### src/lra_pkg.sv
// Shared widths, register codes, rate levels and configuration type for link rate adaptation.
package lra_pkg;

    // Item field widths
    localparam int LINK_W  = 4;
    localparam int SNR_W   = 12;
    localparam int LEVEL_W = 2;
    localparam int DROP_W  = 4;

    // Configuration port
    localparam int CFG_IDX_W  = 2;
    localparam int CFG_DATA_W = 12;

    localparam logic [CFG_IDX_W-1:0] CFG_THR_TOP    = 2'd0;
    localparam logic [CFG_IDX_W-1:0] CFG_THR_MID    = 2'd1;
    localparam logic [CFG_IDX_W-1:0] CFG_THR_BOTTOM = 2'd2;
    localparam logic [CFG_IDX_W-1:0] CFG_DROP_COUNT = 2'd3;

    // Rate levels: 0, 7.2, 28.9 and 72 Mbps
    localparam logic [LEVEL_W-1:0] LVL_OFF = 2'd0;
    localparam logic [LEVEL_W-1:0] LVL_LOW = 2'd1;
    localparam logic [LEVEL_W-1:0] LVL_MID = 2'd2;
    localparam logic [LEVEL_W-1:0] LVL_TOP = 2'd3;

    // Reset values (1/16 dB): 25 dB, 11 dB, 2 dB
    localparam logic signed [SNR_W-1:0] THR_TOP_RST    = 12'sd400;
    localparam logic signed [SNR_W-1:0] THR_MID_RST    = 12'sd176;
    localparam logic signed [SNR_W-1:0] THR_BOTTOM_RST = 12'sd32;
    localparam logic [DROP_W-1:0]       DROP_COUNT_RST = 4'd3;

    typedef struct packed {
        logic signed [SNR_W-1:0] thr_top;
        logic signed [SNR_W-1:0] thr_mid;
        logic signed [SNR_W-1:0] thr_bottom;
        logic [DROP_W-1:0]       drop_count;
    } t_cfg;

endpackage

### src/lra_in_if.sv
// Input channel: one SNR sample item for one link.
interface lra_in_if;
    import lra_pkg::*;

    logic                    valid;
    logic                    ready;
    logic [LINK_W-1:0]       link_index;
    logic signed [SNR_W-1:0] snr_sample;

    modport source (output valid, link_index, snr_sample, input ready);
    modport sink   (input valid, link_index, snr_sample, output ready);
endinterface

### src/lra_out_if.sv
// Output channel: one rate decision item per accepted sample.
interface lra_out_if;
    import lra_pkg::*;

    logic               valid;
    logic               ready;
    logic [LINK_W-1:0]  link_echo;
    logic [LEVEL_W-1:0] rate_level;
    logic               link_down;
    logic               window_full;

    modport source (output valid, link_echo, rate_level, link_down, window_full, input ready);
    modport sink   (input valid, link_echo, rate_level, link_down, window_full, output ready);
endinterface

### src/link_rate_adaptation.sv
// Top level of per-link SNR window rate adaptation with hysteresis.
//
// Input channel i_item carries one SNR sample (1/16 dB) for a link index;
// output channel o_item returns exactly one item per input: the link index,
// the new rate level, a link-down flag and whether the full window was used.
// Thresholds and drop count are set through the write port (i_cfg_we,
// i_cfg_index, i_cfg_data); the user must write them only while no item
// is in flight, as the block itself does not enforce this. Per-link state
// (sample window, fill count, level) is one row of a synchronous RAM with
// registered read data. An item is read at accept, then updated and
// written back from the update stage when it advances; a back-to-back item
// for the same link takes the just-written row from a forwarding register.
// Throughput: one item per cycle for any link sequence while o_item.ready
// is high.
// After reset a clearing sweep zeroes fill count and level of every row,
// one row per cycle; no item is accepted during it.
// When the receiver stalls, the output register and the update stage hold
// up to two items, after which i_item.ready falls.
module link_rate_adaptation #(
    parameter int LINK_COUNT = 16,
    parameter int WINDOW_LEN = 8
) (
    input  logic                         i_clk,
    input  logic                         i_rst_n,
    input  logic                         i_cfg_we,
    input  logic [lra_pkg::CFG_IDX_W-1:0]  i_cfg_index,
    input  logic [lra_pkg::CFG_DATA_W-1:0] i_cfg_data,
    lra_in_if.sink                       i_item,
    lra_out_if.source                    o_item
);
    import lra_pkg::*;

    localparam int AW       = (LINK_COUNT > 1) ? $clog2(LINK_COUNT) : 1;
    localparam int FW       = $clog2(WINDOW_LEN + 1);
    localparam int WIN_BITS = WINDOW_LEN * SNR_W;
    localparam int RW       = WIN_BITS + FW + LEVEL_W;

    // Configuration
    t_cfg r_cfg;

    always_ff @(posedge i_clk) begin
        if (!i_rst_n) begin
            r_cfg.thr_top    <= THR_TOP_RST;
            r_cfg.thr_mid    <= THR_MID_RST;
            r_cfg.thr_bottom <= THR_BOTTOM_RST;
            r_cfg.drop_count <= DROP_COUNT_RST;
        end else if (i_cfg_we) begin
            case (i_cfg_index)
                CFG_THR_TOP:    r_cfg.thr_top    <= i_cfg_data[SNR_W-1:0];
                CFG_THR_MID:    r_cfg.thr_mid    <= i_cfg_data[SNR_W-1:0];
                CFG_THR_BOTTOM: r_cfg.thr_bottom <= i_cfg_data[SNR_W-1:0];
                CFG_DROP_COUNT: r_cfg.drop_count <= i_cfg_data[DROP_W-1:0];
                default:        r_cfg.drop_count <= r_cfg.drop_count;
            endcase
        end
    end

    // Pipeline registers
    logic                    r_clr_busy;
    logic [AW-1:0]           r_clr_addr;
    logic                    r_s1_valid;
    logic [LINK_W-1:0]       r_s1_link;
    logic signed [SNR_W-1:0] r_s1_snr;
    logic                    r_s1_inrange;
    logic [AW-1:0]           r_s1_addr;
    logic                    r_fwd_hit;
    logic [RW-1:0]           r_fwd_row;
    logic                    r_out_valid;
    logic [LINK_W-1:0]       r_out_link;
    logic [LEVEL_W-1:0]      r_out_level;
    logic                    r_out_down;
    logic                    r_out_full;

    logic                    in_fire;
    logic                    s1_adv;
    logic                    s1_we;
    logic [AW-1:0]           in_addr;
    logic                    in_inrange;
    logic [RW-1:0]           mem_q;
    logic [RW-1:0]           cur_row;
    logic [RW-1:0]           new_row;
    logic                    ram_we;
    logic [AW-1:0]           ram_waddr;
    logic [RW-1:0]           ram_wdata;
    logic [WIN_BITS-1:0]     new_window;
    logic [FW-1:0]           new_fill;
    logic [LEVEL_W-1:0]      new_level;
    logic                    new_full;

    // Handshake
    assign s1_adv       = r_s1_valid && (!r_out_valid || o_item.ready);
    assign i_item.ready = !r_clr_busy && (!r_s1_valid || s1_adv);
    assign in_fire      = i_item.valid && i_item.ready;
    assign in_addr      = AW'(i_item.link_index);
    assign in_inrange   = (32'(i_item.link_index) < LINK_COUNT);
    assign s1_we        = s1_adv && r_s1_inrange;

    // Clearing sweep after reset
    always_ff @(posedge i_clk) begin
        if (!i_rst_n) begin
            r_clr_busy <= 1'b1;
            r_clr_addr <= '0;
        end else if (r_clr_busy) begin
            r_clr_addr <= r_clr_addr + AW'(1);
            if (r_clr_addr == AW'(LINK_COUNT - 1)) begin
                r_clr_busy <= 1'b0;
            end
        end
    end

    // RAM write port: sweep or write-back
    assign ram_we    = r_clr_busy || s1_we;
    assign ram_waddr = r_clr_busy ? r_clr_addr : r_s1_addr;
    assign ram_wdata = r_clr_busy ? '0 : new_row;

    lra_state_ram #(
        .DEPTH (LINK_COUNT),
        .WIDTH (RW),
        .AW    (AW)
    ) u_ram (
        .i_clk   (i_clk),
        .i_we    (ram_we),
        .i_waddr (ram_waddr),
        .i_wdata (ram_wdata),
        .i_re    (in_fire),
        .i_raddr (in_addr),
        .o_rdata (mem_q)
    );

    // Update stage control and forwarding of a same-link write
    always_ff @(posedge i_clk) begin
        if (!i_rst_n) begin
            r_s1_valid <= 1'b0;
        end else if (in_fire) begin
            r_s1_valid <= 1'b1;
        end else if (s1_adv) begin
            r_s1_valid <= 1'b0;
        end
    end

    always_ff @(posedge i_clk) begin
        if (in_fire) begin
            r_s1_link    <= i_item.link_index;
            r_s1_snr     <= i_item.snr_sample;
            r_s1_inrange <= in_inrange;
            r_s1_addr    <= in_addr;
            r_fwd_hit    <= s1_we && (r_s1_addr == in_addr);
        end
        if (s1_we) begin
            r_fwd_row <= new_row;
        end
    end

    assign cur_row = r_fwd_hit ? r_fwd_row : mem_q;

    lra_decide #(
        .WINDOW_LEN (WINDOW_LEN),
        .FW         (FW)
    ) u_decide (
        .i_cfg    (r_cfg),
        .i_snr    (r_s1_snr),
        .i_window (cur_row[WIN_BITS-1:0]),
        .i_fill   (cur_row[WIN_BITS +: FW]),
        .i_level  (cur_row[RW-1 -: LEVEL_W]),
        .o_window (new_window),
        .o_fill   (new_fill),
        .o_level  (new_level),
        .o_full   (new_full)
    );

    assign new_row = {new_level, new_fill, new_window};

    // Output register
    always_ff @(posedge i_clk) begin
        if (!i_rst_n) begin
            r_out_valid <= 1'b0;
        end else if (s1_adv) begin
            r_out_valid <= 1'b1;
        end else if (o_item.ready) begin
            r_out_valid <= 1'b0;
        end
    end

    always_ff @(posedge i_clk) begin
        if (s1_adv) begin
            r_out_link  <= r_s1_link;
            r_out_level <= r_s1_inrange ? new_level : LVL_OFF;
            r_out_full  <= r_s1_inrange && new_full;
            r_out_down  <= (r_s1_snr < r_cfg.thr_bottom);
        end
    end

    assign o_item.valid       = r_out_valid;
    assign o_item.link_echo   = r_out_link;
    assign o_item.rate_level  = r_out_level;
    assign o_item.link_down   = r_out_down;
    assign o_item.window_full = r_out_full;
endmodule

### src/lra_state_ram.sv
// Per-link state memory: one write port, one read port with registered read data.
module lra_state_ram #(
    parameter int DEPTH = 16,
    parameter int WIDTH = 8,
    parameter int AW    = 4
) (
    input  logic             i_clk,
    input  logic             i_we,
    input  logic [AW-1:0]    i_waddr,
    input  logic [WIDTH-1:0] i_wdata,
    input  logic             i_re,
    input  logic [AW-1:0]    i_raddr,
    output logic [WIDTH-1:0] o_rdata
);
    logic [WIDTH-1:0] r_mem [DEPTH];
    logic [WIDTH-1:0] r_rdata;

    // Write port
    always_ff @(posedge i_clk) begin
        if (i_we) begin
            r_mem[i_waddr] <= i_wdata;
        end
    end

    // Read port, old data on a same-address write
    always_ff @(posedge i_clk) begin
        if (i_re) begin
            r_rdata <= r_mem[i_raddr];
        end
    end

    assign o_rdata = r_rdata;
endmodule

### src/lra_decide.sv
// Window shift, high/low counting and rate decision for one link row.
module lra_decide #(
    parameter int WINDOW_LEN = 8,
    parameter int FW         = 4
) (
    input  lra_pkg::t_cfg                         i_cfg,
    input  logic signed [lra_pkg::SNR_W-1:0]      i_snr,
    input  logic [WINDOW_LEN*lra_pkg::SNR_W-1:0]  i_window,
    input  logic [FW-1:0]                         i_fill,
    input  logic [lra_pkg::LEVEL_W-1:0]           i_level,
    output logic [WINDOW_LEN*lra_pkg::SNR_W-1:0]  o_window,
    output logic [FW-1:0]                         o_fill,
    output logic [lra_pkg::LEVEL_W-1:0]           o_level,
    output logic                                  o_full
);
    import lra_pkg::*;

    localparam int WIN_BITS = WINDOW_LEN * SNR_W;
    localparam int CMPW     = (FW > DROP_W) ? FW : DROP_W;

    logic signed [SNR_W-1:0] thr;
    logic [FW-1:0]           high_cnt;
    logic [FW-1:0]           low_cnt;
    logic                    rise;
    logic                    drop;

    // Shift the new sample in at the young end; oldest entry sits at slot 0
    assign o_window = {i_snr, i_window[WIN_BITS-1:SNR_W]};

    // Saturating sample count
    assign o_fill = (i_fill < FW'(WINDOW_LEN)) ? i_fill + FW'(1) : i_fill;
    assign o_full = (o_fill == FW'(WINDOW_LEN));

    // Threshold of the current level
    always_comb begin
        case (i_level)
            LVL_TOP: thr = i_cfg.thr_top;
            LVL_MID: thr = i_cfg.thr_mid;
            default: thr = i_cfg.thr_bottom;
        endcase
    end

    // Count window samples above and below the threshold
    always_comb begin
        high_cnt = '0;
        low_cnt  = '0;
        for (int k = 0; k < WINDOW_LEN; k++) begin
            if ($signed(o_window[k*SNR_W +: SNR_W]) > thr) high_cnt = high_cnt + FW'(1);
            if ($signed(o_window[k*SNR_W +: SNR_W]) < thr) low_cnt  = low_cnt + FW'(1);
        end
    end

    assign rise = (high_cnt == FW'(WINDOW_LEN));
    assign drop = (CMPW'(low_cnt) >= CMPW'(i_cfg.drop_count));

    // Hysteresis step on a full window, direct threshold map during warm-up
    always_comb begin
        if (o_full) begin
            if (i_level == LVL_TOP) begin
                o_level = drop ? LVL_MID : LVL_TOP;
            end else if (rise) begin
                o_level = i_level + LEVEL_W'(1);
            end else if (i_level != LVL_OFF && drop) begin
                o_level = i_level - LEVEL_W'(1);
            end else begin
                o_level = i_level;
            end
        end else if (i_snr > i_cfg.thr_top) begin
            o_level = LVL_TOP;
        end else if (i_snr > i_cfg.thr_mid) begin
            o_level = LVL_MID;
        end else if (i_snr > i_cfg.thr_bottom) begin
            o_level = LVL_LOW;
        end else begin
            o_level = LVL_OFF;
        end
    end
endmodule

### src/flat_wrapper.sv
// flat-port wrapper written by rule: the top's interface ports become plain ports
module link_rate_adaptation_flat import lra_pkg::*;
#(
    parameter int LINK_COUNT = 16,
    parameter int WINDOW_LEN = 8
)
  (i_clk, i_rst_n, i_cfg_we, i_cfg_index, i_cfg_data, i_item_valid, i_item_link_index, i_item_snr_sample, i_item_ready, o_item_valid, o_item_link_echo, o_item_rate_level, o_item_link_down, o_item_window_full, o_item_ready);
  lra_in_if i_item_i ();
  lra_out_if o_item_i ();
  input  logic i_clk;
  input  logic i_rst_n;
  input  logic i_cfg_we;
  input  logic [lra_pkg::CFG_IDX_W-1:0] i_cfg_index;
  input  logic [lra_pkg::CFG_DATA_W-1:0] i_cfg_data;
  input wire logic [$bits(i_item_i.valid)-1:0] i_item_valid;
  input wire logic [$bits(i_item_i.link_index)-1:0] i_item_link_index;
  input wire logic [$bits(i_item_i.snr_sample)-1:0] i_item_snr_sample;
  output wire logic [$bits(i_item_i.ready)-1:0] i_item_ready;
  output wire logic [$bits(o_item_i.valid)-1:0] o_item_valid;
  output wire logic [$bits(o_item_i.link_echo)-1:0] o_item_link_echo;
  output wire logic [$bits(o_item_i.rate_level)-1:0] o_item_rate_level;
  output wire logic [$bits(o_item_i.link_down)-1:0] o_item_link_down;
  output wire logic [$bits(o_item_i.window_full)-1:0] o_item_window_full;
  input wire logic [$bits(o_item_i.ready)-1:0] o_item_ready;
  assign i_item_i.valid = i_item_valid;
  assign i_item_i.link_index = i_item_link_index;
  assign i_item_i.snr_sample = i_item_snr_sample;
  assign i_item_ready = i_item_i.ready;
  assign o_item_valid = o_item_i.valid;
  assign o_item_link_echo = o_item_i.link_echo;
  assign o_item_rate_level = o_item_i.rate_level;
  assign o_item_link_down = o_item_i.link_down;
  assign o_item_window_full = o_item_i.window_full;
  assign o_item_i.ready = o_item_ready;
  link_rate_adaptation #(.LINK_COUNT(LINK_COUNT), .WINDOW_LEN(WINDOW_LEN)) u_core (.i_clk(i_clk), .i_rst_n(i_rst_n), .i_cfg_we(i_cfg_we), .i_cfg_index(i_cfg_index), .i_cfg_data(i_cfg_data), .i_item(i_item_i), .o_item(o_item_i));
endmodule
### config.mk
export PLATFORM = sky130hd
export DESIGN_NAME = link_rate_adaptation_flat
export DESIGN_NICKNAME = d
export VERILOG_FILES = /design/src/lra_pkg.sv /design/src/lra_in_if.sv /design/src/lra_out_if.sv /design/src/link_rate_adaptation.sv /design/src/lra_state_ram.sv /design/src/lra_decide.sv /design/src/flat_wrapper.sv
export SDC_FILE = /design/constraint.sdc
export NUM_CORES = 2
export LEC_CHECK = 0
export BUFFER_PORTS_ARGS = -buffer_cell sky130_fd_sc_hd__buf_2
export CORE_MARGIN = 2
export CORE_UTILIZATION = 40
export CTS_BUF_LIST = sky130_fd_sc_hd__clkbuf_8
export CTS_CLUSTER_DIAMETER = 80
export DETAILED_ROUTE_END_ITERATION = 12
export MAX_ROUTING_LAYER = met4
export PLACE_DENSITY_LB_ADDON = 0.25
export SYNTH_ARGS = -nofsm -noshare
export SYNTH_HDL_FRONTEND = slang
export SYNTH_SLANG_ARGS = --single-unit
### constraint.sdc
create_clock -name i_clk -period 12.7 [get_ports i_clk]
set_clock_uncertainty 0.05 [all_clocks]
set_input_delay 0.635 -clock i_clk [delete_from_list [all_inputs] [get_ports i_clk]]
set_output_delay 0.635 -clock i_clk [all_outputs]
set_load 0.02 [all_outputs]
# [Yosys cells after proc, flatten, opt, wreduce, memory -nomap -nowiden]
# Memory sizes are Yosys's and may differ from the RTL's. A register that Yosys moved wholly into a read port is not among the register bits.
# Cells that the tools add are included.
[word_totals] mem_bits_rw=1632 wordCells=122 memories=1 inputBits=35 out_inout_bits=10 register_bits=174
[memory_table] name="u_core.u_ram.r_mem" words=16 width=102 read_ports=1 rd_clocked_by_memory_dff=1 wr=1 line_no="lra_state_ram.sv:15" rtl="logic [WIDTH-1:0] r_mem [DEPTH];"
[classes] add_sub_neg=18 eq_ne=9 reduce_logical=19 mux=37 n_lt_le_gt_ge=22
[op_table] op="$mux W102" n=2
[op_table] op="$gt A12 B12 Y1" n=11
[op_table] op="$lt A12 B12 Y1" n=9
[op_table] op="$add A4 B1 Y4 const B" n=16
[op_table] op="$mux W4" n=16
[op_table] op="$pmux W12 S2" n=1
[op_table] op="$eq A4 B4 Y1 const B" n=3
[op_table] op="$mux W1" n=12
[op_table] op="$mux W2" n=6
[op_table] op="$eq A2 B2 Y1 const B" n=4
[op_table] op="$reduce_and A2 Y1" n=4
[op_table] op="$reduce_bool A2 Y1" n=3
[op_table] op="$logic_and A1 B1 Y1" n=5
[op_table] op="$eq A4 B4 Y1" n=1
[op_table] op="$ge A4 B4 Y1" n=1
[op_table] op="$lt A4 B4 Y1 const B" n=1
[op_table] op="$logic_not A1 Y1" n=3
[op_table] op="$logic_or A1 B1 Y1" n=3
[op_table] op="$add A2 B1 Y2 const B" n=1
[op_table] op="$eq A2 B1 Y1 const B" n=1
[op_table] op="$logic_not A2 Y1" n=1
[op_table] op="$sub A2 B1 Y2 const B" n=1

# [Logic depth before layout (Yosys ltp)]
[depth] depth_word=26 depth_mapped=47 ltp_nobuf=40

# [By module]
# From an unflattened synthesis, not the netlist that was laid out.
[hier_totals] hier_cells=3954 area_unflattened_um2=77526.9
[modules_own_cells] module="lra_state_ram" instances=1 area_each_um2=63980.1 seq_area_each_um2=52069.9 cells_per_inst=2610
[modules_own_cells] module="link_rate_adaptation" instances=1 area_each_um2=7850.0 seq_area_each_um2=4694.5 cells_per_inst=607
[modules_own_cells] module="lra_decide" instances=1 area_each_um2=5696.7 seq_area_each_um2=0.0 cells_per_inst=737

# [Least setup slack after synthesis]
# OpenSTA, ideal clock, no wires.
[synth_path] path_kind="in2reg" from="input o_item_ready" to="memory u_core.u_ram.r_mem[1][100] (netlist name) (enable)" setup_time_ns=0.540 cell_stages=4 t_arrival_ns=9.834 path_slack_ns=2.276 n_path_buf=0 t_required_ns=12.110 cell_sequence="nor2b_1 nor2b_1 a31oi_1 nor2_1"
[synth_between] elab_chain_cells=5
[synth_lines] element="start, declared" line_no="flat_wrapper.sv:24" rtl="input wire logic [$bits(o_item_i.ready)-1:0] o_item_ready;"
[synth_lines] element="$logic_or A1 B1 Y1" line_no="link_rate_adaptation.sv:91" rtl="assign s1_adv = r_s1_valid && (!r_out_valid || o_item.ready);"
[synth_lines] element="$logic_and A1 B1 Y1" line_no="link_rate_adaptation.sv:91"
[synth_lines] element="via u_core.s1_adv" line_no="link_rate_adaptation.sv:75" rtl="logic s1_adv;"
[synth_lines] element="$logic_or A1 B1 Y1" line_no="link_rate_adaptation.sv:112" rtl="assign ram_we = r_clr_busy || s1_we;"
[synth_lines] element="$mux W1" line_no="lra_state_ram.sv:20" rtl="if (i_we) begin"
[synth_lines] element="$mux W1 (implied by the code)" line_no="lra_state_ram.sv:21" rtl="r_mem[i_waddr] <= i_wdata;"
[synth_lines] element="end, declared" line_no="lra_state_ram.sv:15"
# The timed path passes the listed nets, and every way through them passes these cells.

# [Final worst setup path]
[layout_path] from="register u_core.r_fwd_hit" to="memory u_core.u_ram.r_mem[15][101] (netlist name), data pin"
[layout_between] elab_chain_cells=26 elab_cells_between_ends=65 classes_between="17 x add/sub; 18 x order compare; 4 x eq/ne; 24 x mux; 2 x reduce/logical"
[layout_lines] element="start, declared" line_no="link_rate_adaptation.sv:66" rtl="logic r_fwd_hit;"
[layout_lines] element="start signal, assigned" line_no="link_rate_adaptation.sv:147" rtl="r_fwd_hit <= s1_we && (r_s1_addr == in_addr);"
[layout_lines] element="$mux W102 (*)" line_no="link_rate_adaptation.sv:154" rtl="assign cur_row = r_fwd_hit ? r_fwd_row : mem_q;"
[layout_lines] element="$eq A2 B2 Y1, on equally long branches" line_no="lra_decide.sv:36, lra_decide.sv:59"
[layout_lines] element="$pmux W12 S2" line_no="lra_decide.sv:36" rtl="case (i_level)"
[layout_lines] element="$lt A12 B12 Y1" line_no="lra_decide.sv:49" rtl="if ($signed(o_window[k*SNR_W +: SNR_W]) < thr) low_cnt = low_cnt + FW'(1);"
[layout_lines] element="$mux W1" line_no="lra_decide.sv:49"
[layout_lines] element="$add A4 B1 Y4" line_no="lra_decide.sv:49"
[layout_lines] element="$mux W4" line_no="lra_decide.sv:49"
[layout_lines] element="$add A4 B1 Y4" line_no="lra_decide.sv:49"
[layout_lines] element="(+11 left out)"
[layout_lines] element="$ge A4 B4 Y1" line_no="lra_decide.sv:54" rtl="assign drop = (CMPW'(low_cnt) >= CMPW'(i_cfg.drop_count));"
[layout_lines] element="$logic_and A1 B1 Y1" line_no="lra_decide.sv:63" rtl="end else if (i_level != LVL_OFF && drop) begin"
[layout_lines] element="$mux W2" line_no="lra_decide.sv:63"
[layout_lines] element="$mux W2" line_no="lra_decide.sv:61" rtl="end else if (rise) begin"
[layout_lines] element="$mux W2" line_no="lra_decide.sv:59" rtl="if (i_level == LVL_TOP) begin"
[layout_lines] element="$mux W2 (*)" line_no="lra_decide.sv:58" rtl="if (o_full) begin"
[layout_lines] element="$mux W102 (*)" line_no="link_rate_adaptation.sv:114" rtl="assign ram_wdata = r_clr_busy ? '0 : new_row;"
[layout_lines] element="via u_core.ram_wdata[101]" line_no="link_rate_adaptation.sv:84" rtl="logic [RW-1:0] ram_wdata;"
# Mark *: on every way through the listed nets, which the timed path passes. The rest lies on a longest branch.

==> qor.csv <==
metric,value,unit
post-layout util,0.4518,
Main synth FF type,edfxtp_1,
vias in the first global route,35250,
cell count after synthesis,3346,
Worst R2R Setup Slack,1.67,ns
worst slew pin tran,1.200,ns
WP data required,13.19,ns
crit path kind,flip-flop to flip-flop,
CP Data Arrival Time,11.52,ns
Reg power frac,0.558,
Initial Util,0.4018,
Hold Crit Depth,1,
H-tree levels,5,
Pwr Total,11.08,mW
synthesized flop and latch total,1690,
Initial DRC Count,3715,
"Cell Area, Synth",68850,um2
Async SR Flop Fraction,0,
io pins,45,
post-synth cell types,95,
CP max stage cell,nor4_2,
clk_lat worst skew,1.00,ns
CTS tree,yes,
initial antenna violation count,4,
largest net degree at the start of global routing,97,
f_max,90.66,MHz
# DRC,0,
Hold Path End,u_core.r_s1_link[0]$_DFFE_PP_,
number of enable flip-flop cells after synthesis,1643,
"count leader, synth",edfxtp_1,
Crit Path Max Fanout,23,
post-synth top area share,0.7166,
hold_sp,i_item_link_index[0],
"Seq/Total Area, Yosys",0.7302,
Tot GR Track Use,0.2054,
# setup viols final,0,
RSZ-0062 raised after global routing,no,
Gate power share,0.048,
Setup crit start kind,flip-flop,
Reg-to-Reg Start,u_core.r_fwd_hit$_DFFE_PP_,
Final period util,0.8685,
Syn Nets,3510,
ranking of synthesized cells by area,"edfxtp_1 (72%), mux4_2 (15%), ha_1 (2.3%), dfxtp_1 (1.4%), mux2_2 (1.1%)",
Vias,34650,
Clk pwr share,0.393,
Worst VDD drop,0.00007053,V
detailed placement HPWL,92.46,mm
"CTS clk-pin slew, worst paths",0.06,ns
drt via density,5.638,
relative slew slack,0.1931,
NumNets Final,3802,
PwrDens,143.1,nW/um2
Worst R2R Path Depth,38,
placer congestion estimate,0.9110,
Die Wd,418.9,um
worst min-delay path class,input pin to flip-flop,
Worst Setup End Kind,flip-flop,
first-pass GRT wire length,251.7,mm
Internal Power,8.641,mW
"Largest stage delay, worst path",1.02,ns
Setup TNS Final,0,ns
row cnt,152,
Yosys Warn Count,0,
# resized after CTS,0,
commonest cells in the netlist,"edfxtp_1 (1,643), mux4_2 (450), ha_1 (129), nand2_1 (105), clkbuf_1 (99)",
Avg WL per Cell,28.35,um
Final Hold Fails,0,
max-cap check violation count,0,
CTS Buf Count,292,
Min Hold Slack,0.1435,ns
syn_area_per_cell,20.58,um2
Post-Route WL,174.2,mm
Die ar.,175500,um2
First-pass DRT Iterations,5,
P_leak,26.62,nW
minimum clock period,11.03,ns
port bufs,44,
clock root buffer,clkbuf_8,
area grow syn2layout,12.44,%
Net Sw Power,2.439,mW
Slew Limit Fails,0,
reg2reg end,u_core.u_ram.r_mem[15][101]$_DFFE_PP_,
core area,171400,um2
Most common cell on crit path,ha_1,
Die Y,418.9,um
GRT overflow,0,
Yosys top cell by area,edfxtp_1,
Clock Path Buffers,4,
layout cell share with drive strength beyond 1,0.2696,
Sw Share,0.2201,
outcome,completed,
antenna-violating nets left,0,
Clock Sinks,1690,
==> cell type report <==
cell class                      instances  area [um2]
Antenna cell                            3       7.507
Tap cell                             2310        2890
Clock buffer                          305        4198
Fill cell                           14480       93940
Clock inverter                        183       808.3
Multi-Input combinational cell       1415       17750
Timing Repair Buffer                  143        1124
Inverter                               96       360.3
Sequential cell                      1690       50280
==> critical path, delay by kind of cell, from the launching register on <==
family / cells / cell delay, ns
mux: 3 / 0.97
fa+ha+maj: 7 / 2.55
compound gates: 15 / 3.30
flops: 1 / 0.35
buf+inv: 3 / 0.69
simple gates: 10 / 2.70
==> worst max path at each step <==
stage / from / slack [ns] / endpoint / depth (start not counted)
final: u_core.r_fwd_hit$_DFFE_PP_ / 1.67 / u_core.u_ram.r_mem[15][101]$_DFFE_PP_ / 38
after global placement: u_core.r_fwd_hit$_DFFE_PP_ / 2.23 / u_core.u_ram.r_mem[0][101]$_DFFE_PP_ / 36
after CTS: u_core.r_fwd_hit$_DFFE_PP_ / 1.86 / u_core.u_ram.r_mem[13][101]$_DFFE_PP_ / 38
after detailed placement: u_core.r_fwd_hit$_DFFE_PP_ / 1.93 / u_core.u_ram.r_mem[0][101]$_DFFE_PP_ / 38
after global routing: u_core.r_fwd_hit$_DFFE_PP_ / 0.86 / u_core.u_ram.r_mem[13][101]$_DFFE_PP_ / 38
after floorplan: o_item_ready / 2.28 / u_core.u_ram.r_mem[1][100]$_DFFE_PP_ / 4
==> layer usage <==
metal,GRT usage,share of wire
met1,0.2831,0.43
met2,0.3220,0.49
met3,0.02952,0.059
met4,0.05519,0.022
met5,-,0
==> logic make-up after synthesis <==
family	count (synthesis)	share of synthesized area
xor gates and xnor gates	45	0.006869
buffers and inverters	241	0.01392
muxes	563	0.1651
AOI/OAI and AO/OA	262	0.02878
and+or+nand+nor	415	0.03149
adders and majority gates	130	0.02359
DFF	1690	0.7302
==> state kept, by name, summed over array words and instances (netlist names), 2 cells and up <==
signal,count
u_core.r_clr_addr,4
u_core.o_item.link_echo,4
u_core.r_fwd_row,88
u_core.u_ram.r_mem,1440
u_core.o_item.rate_level,2
u_core.r_cfg,40
u_core.u_ram.o_rdata,90
u_core.r_s1_snr,12
u_core.r_s1_link,4
==> placed cells by master, fill, tap and decap left out, drive strengths merged, types with 5 or more instances in the layout <==
cell type / count
mux4: 450
or3b: 7
o22ai: 6
clkbuf: 306
buf: 117
nor3: 23
clkinv: 83
and4: 5
a21boi: 32
o2111ai: 8
nor4: 9
nor3b: 9
o31ai: 8
dlygate4sd3: 25
nor2: 87
nand2: 106
o21a: 22
or2: 7
nand2b: 5
nand4: 22
a21oi: 50
dfxtp: 47
o211ai: 13
a22oi: 6
and2: 59
a22o: 11
a31oi: 13
ha: 129
edfxtp: 1643
xor2: 12
mux2: 67
nand3: 35
inv: 188
o21ai: 30
mux2i: 46
nor2b: 28
a21o: 16
a211oi: 10
xnor2: 33
clkinvlp: 5
==> stage by stage <==
step / setup slack, ns / area [um2] / instances
after floorplan: 2.276 / 68850 / 3346
after CTS: 1.865 / 77410 / 6142
after global routing: 0.8638 / 77420 / 6145
after detailed placement: 1.927 / 72150 / 5629
after global placement: 2.234 / 72150 / 5629
final: 1.670 / 77420 / 6145
==> power groups by stage <==
stage                     Sequential, mW  Clock (mW)  Combinational, mW
after floorplan                     6.30           0              0.369
after global placement              6.30           0              0.533
after detailed placement            6.30           0              0.536
after CTS                           6.19        4.46              0.544
after global routing                6.19        4.69              0.577
final                               6.19        4.36              0.535
==> what timing repair did <==
| item | in CTS | in global routing |
|---|---|---|
| hold endpoints to repair | 54 | 0 |
| buffers inserted | 0 | 0 |
| hold buffers | 25 | 0 |
Power figures use the tool's default switching activity.
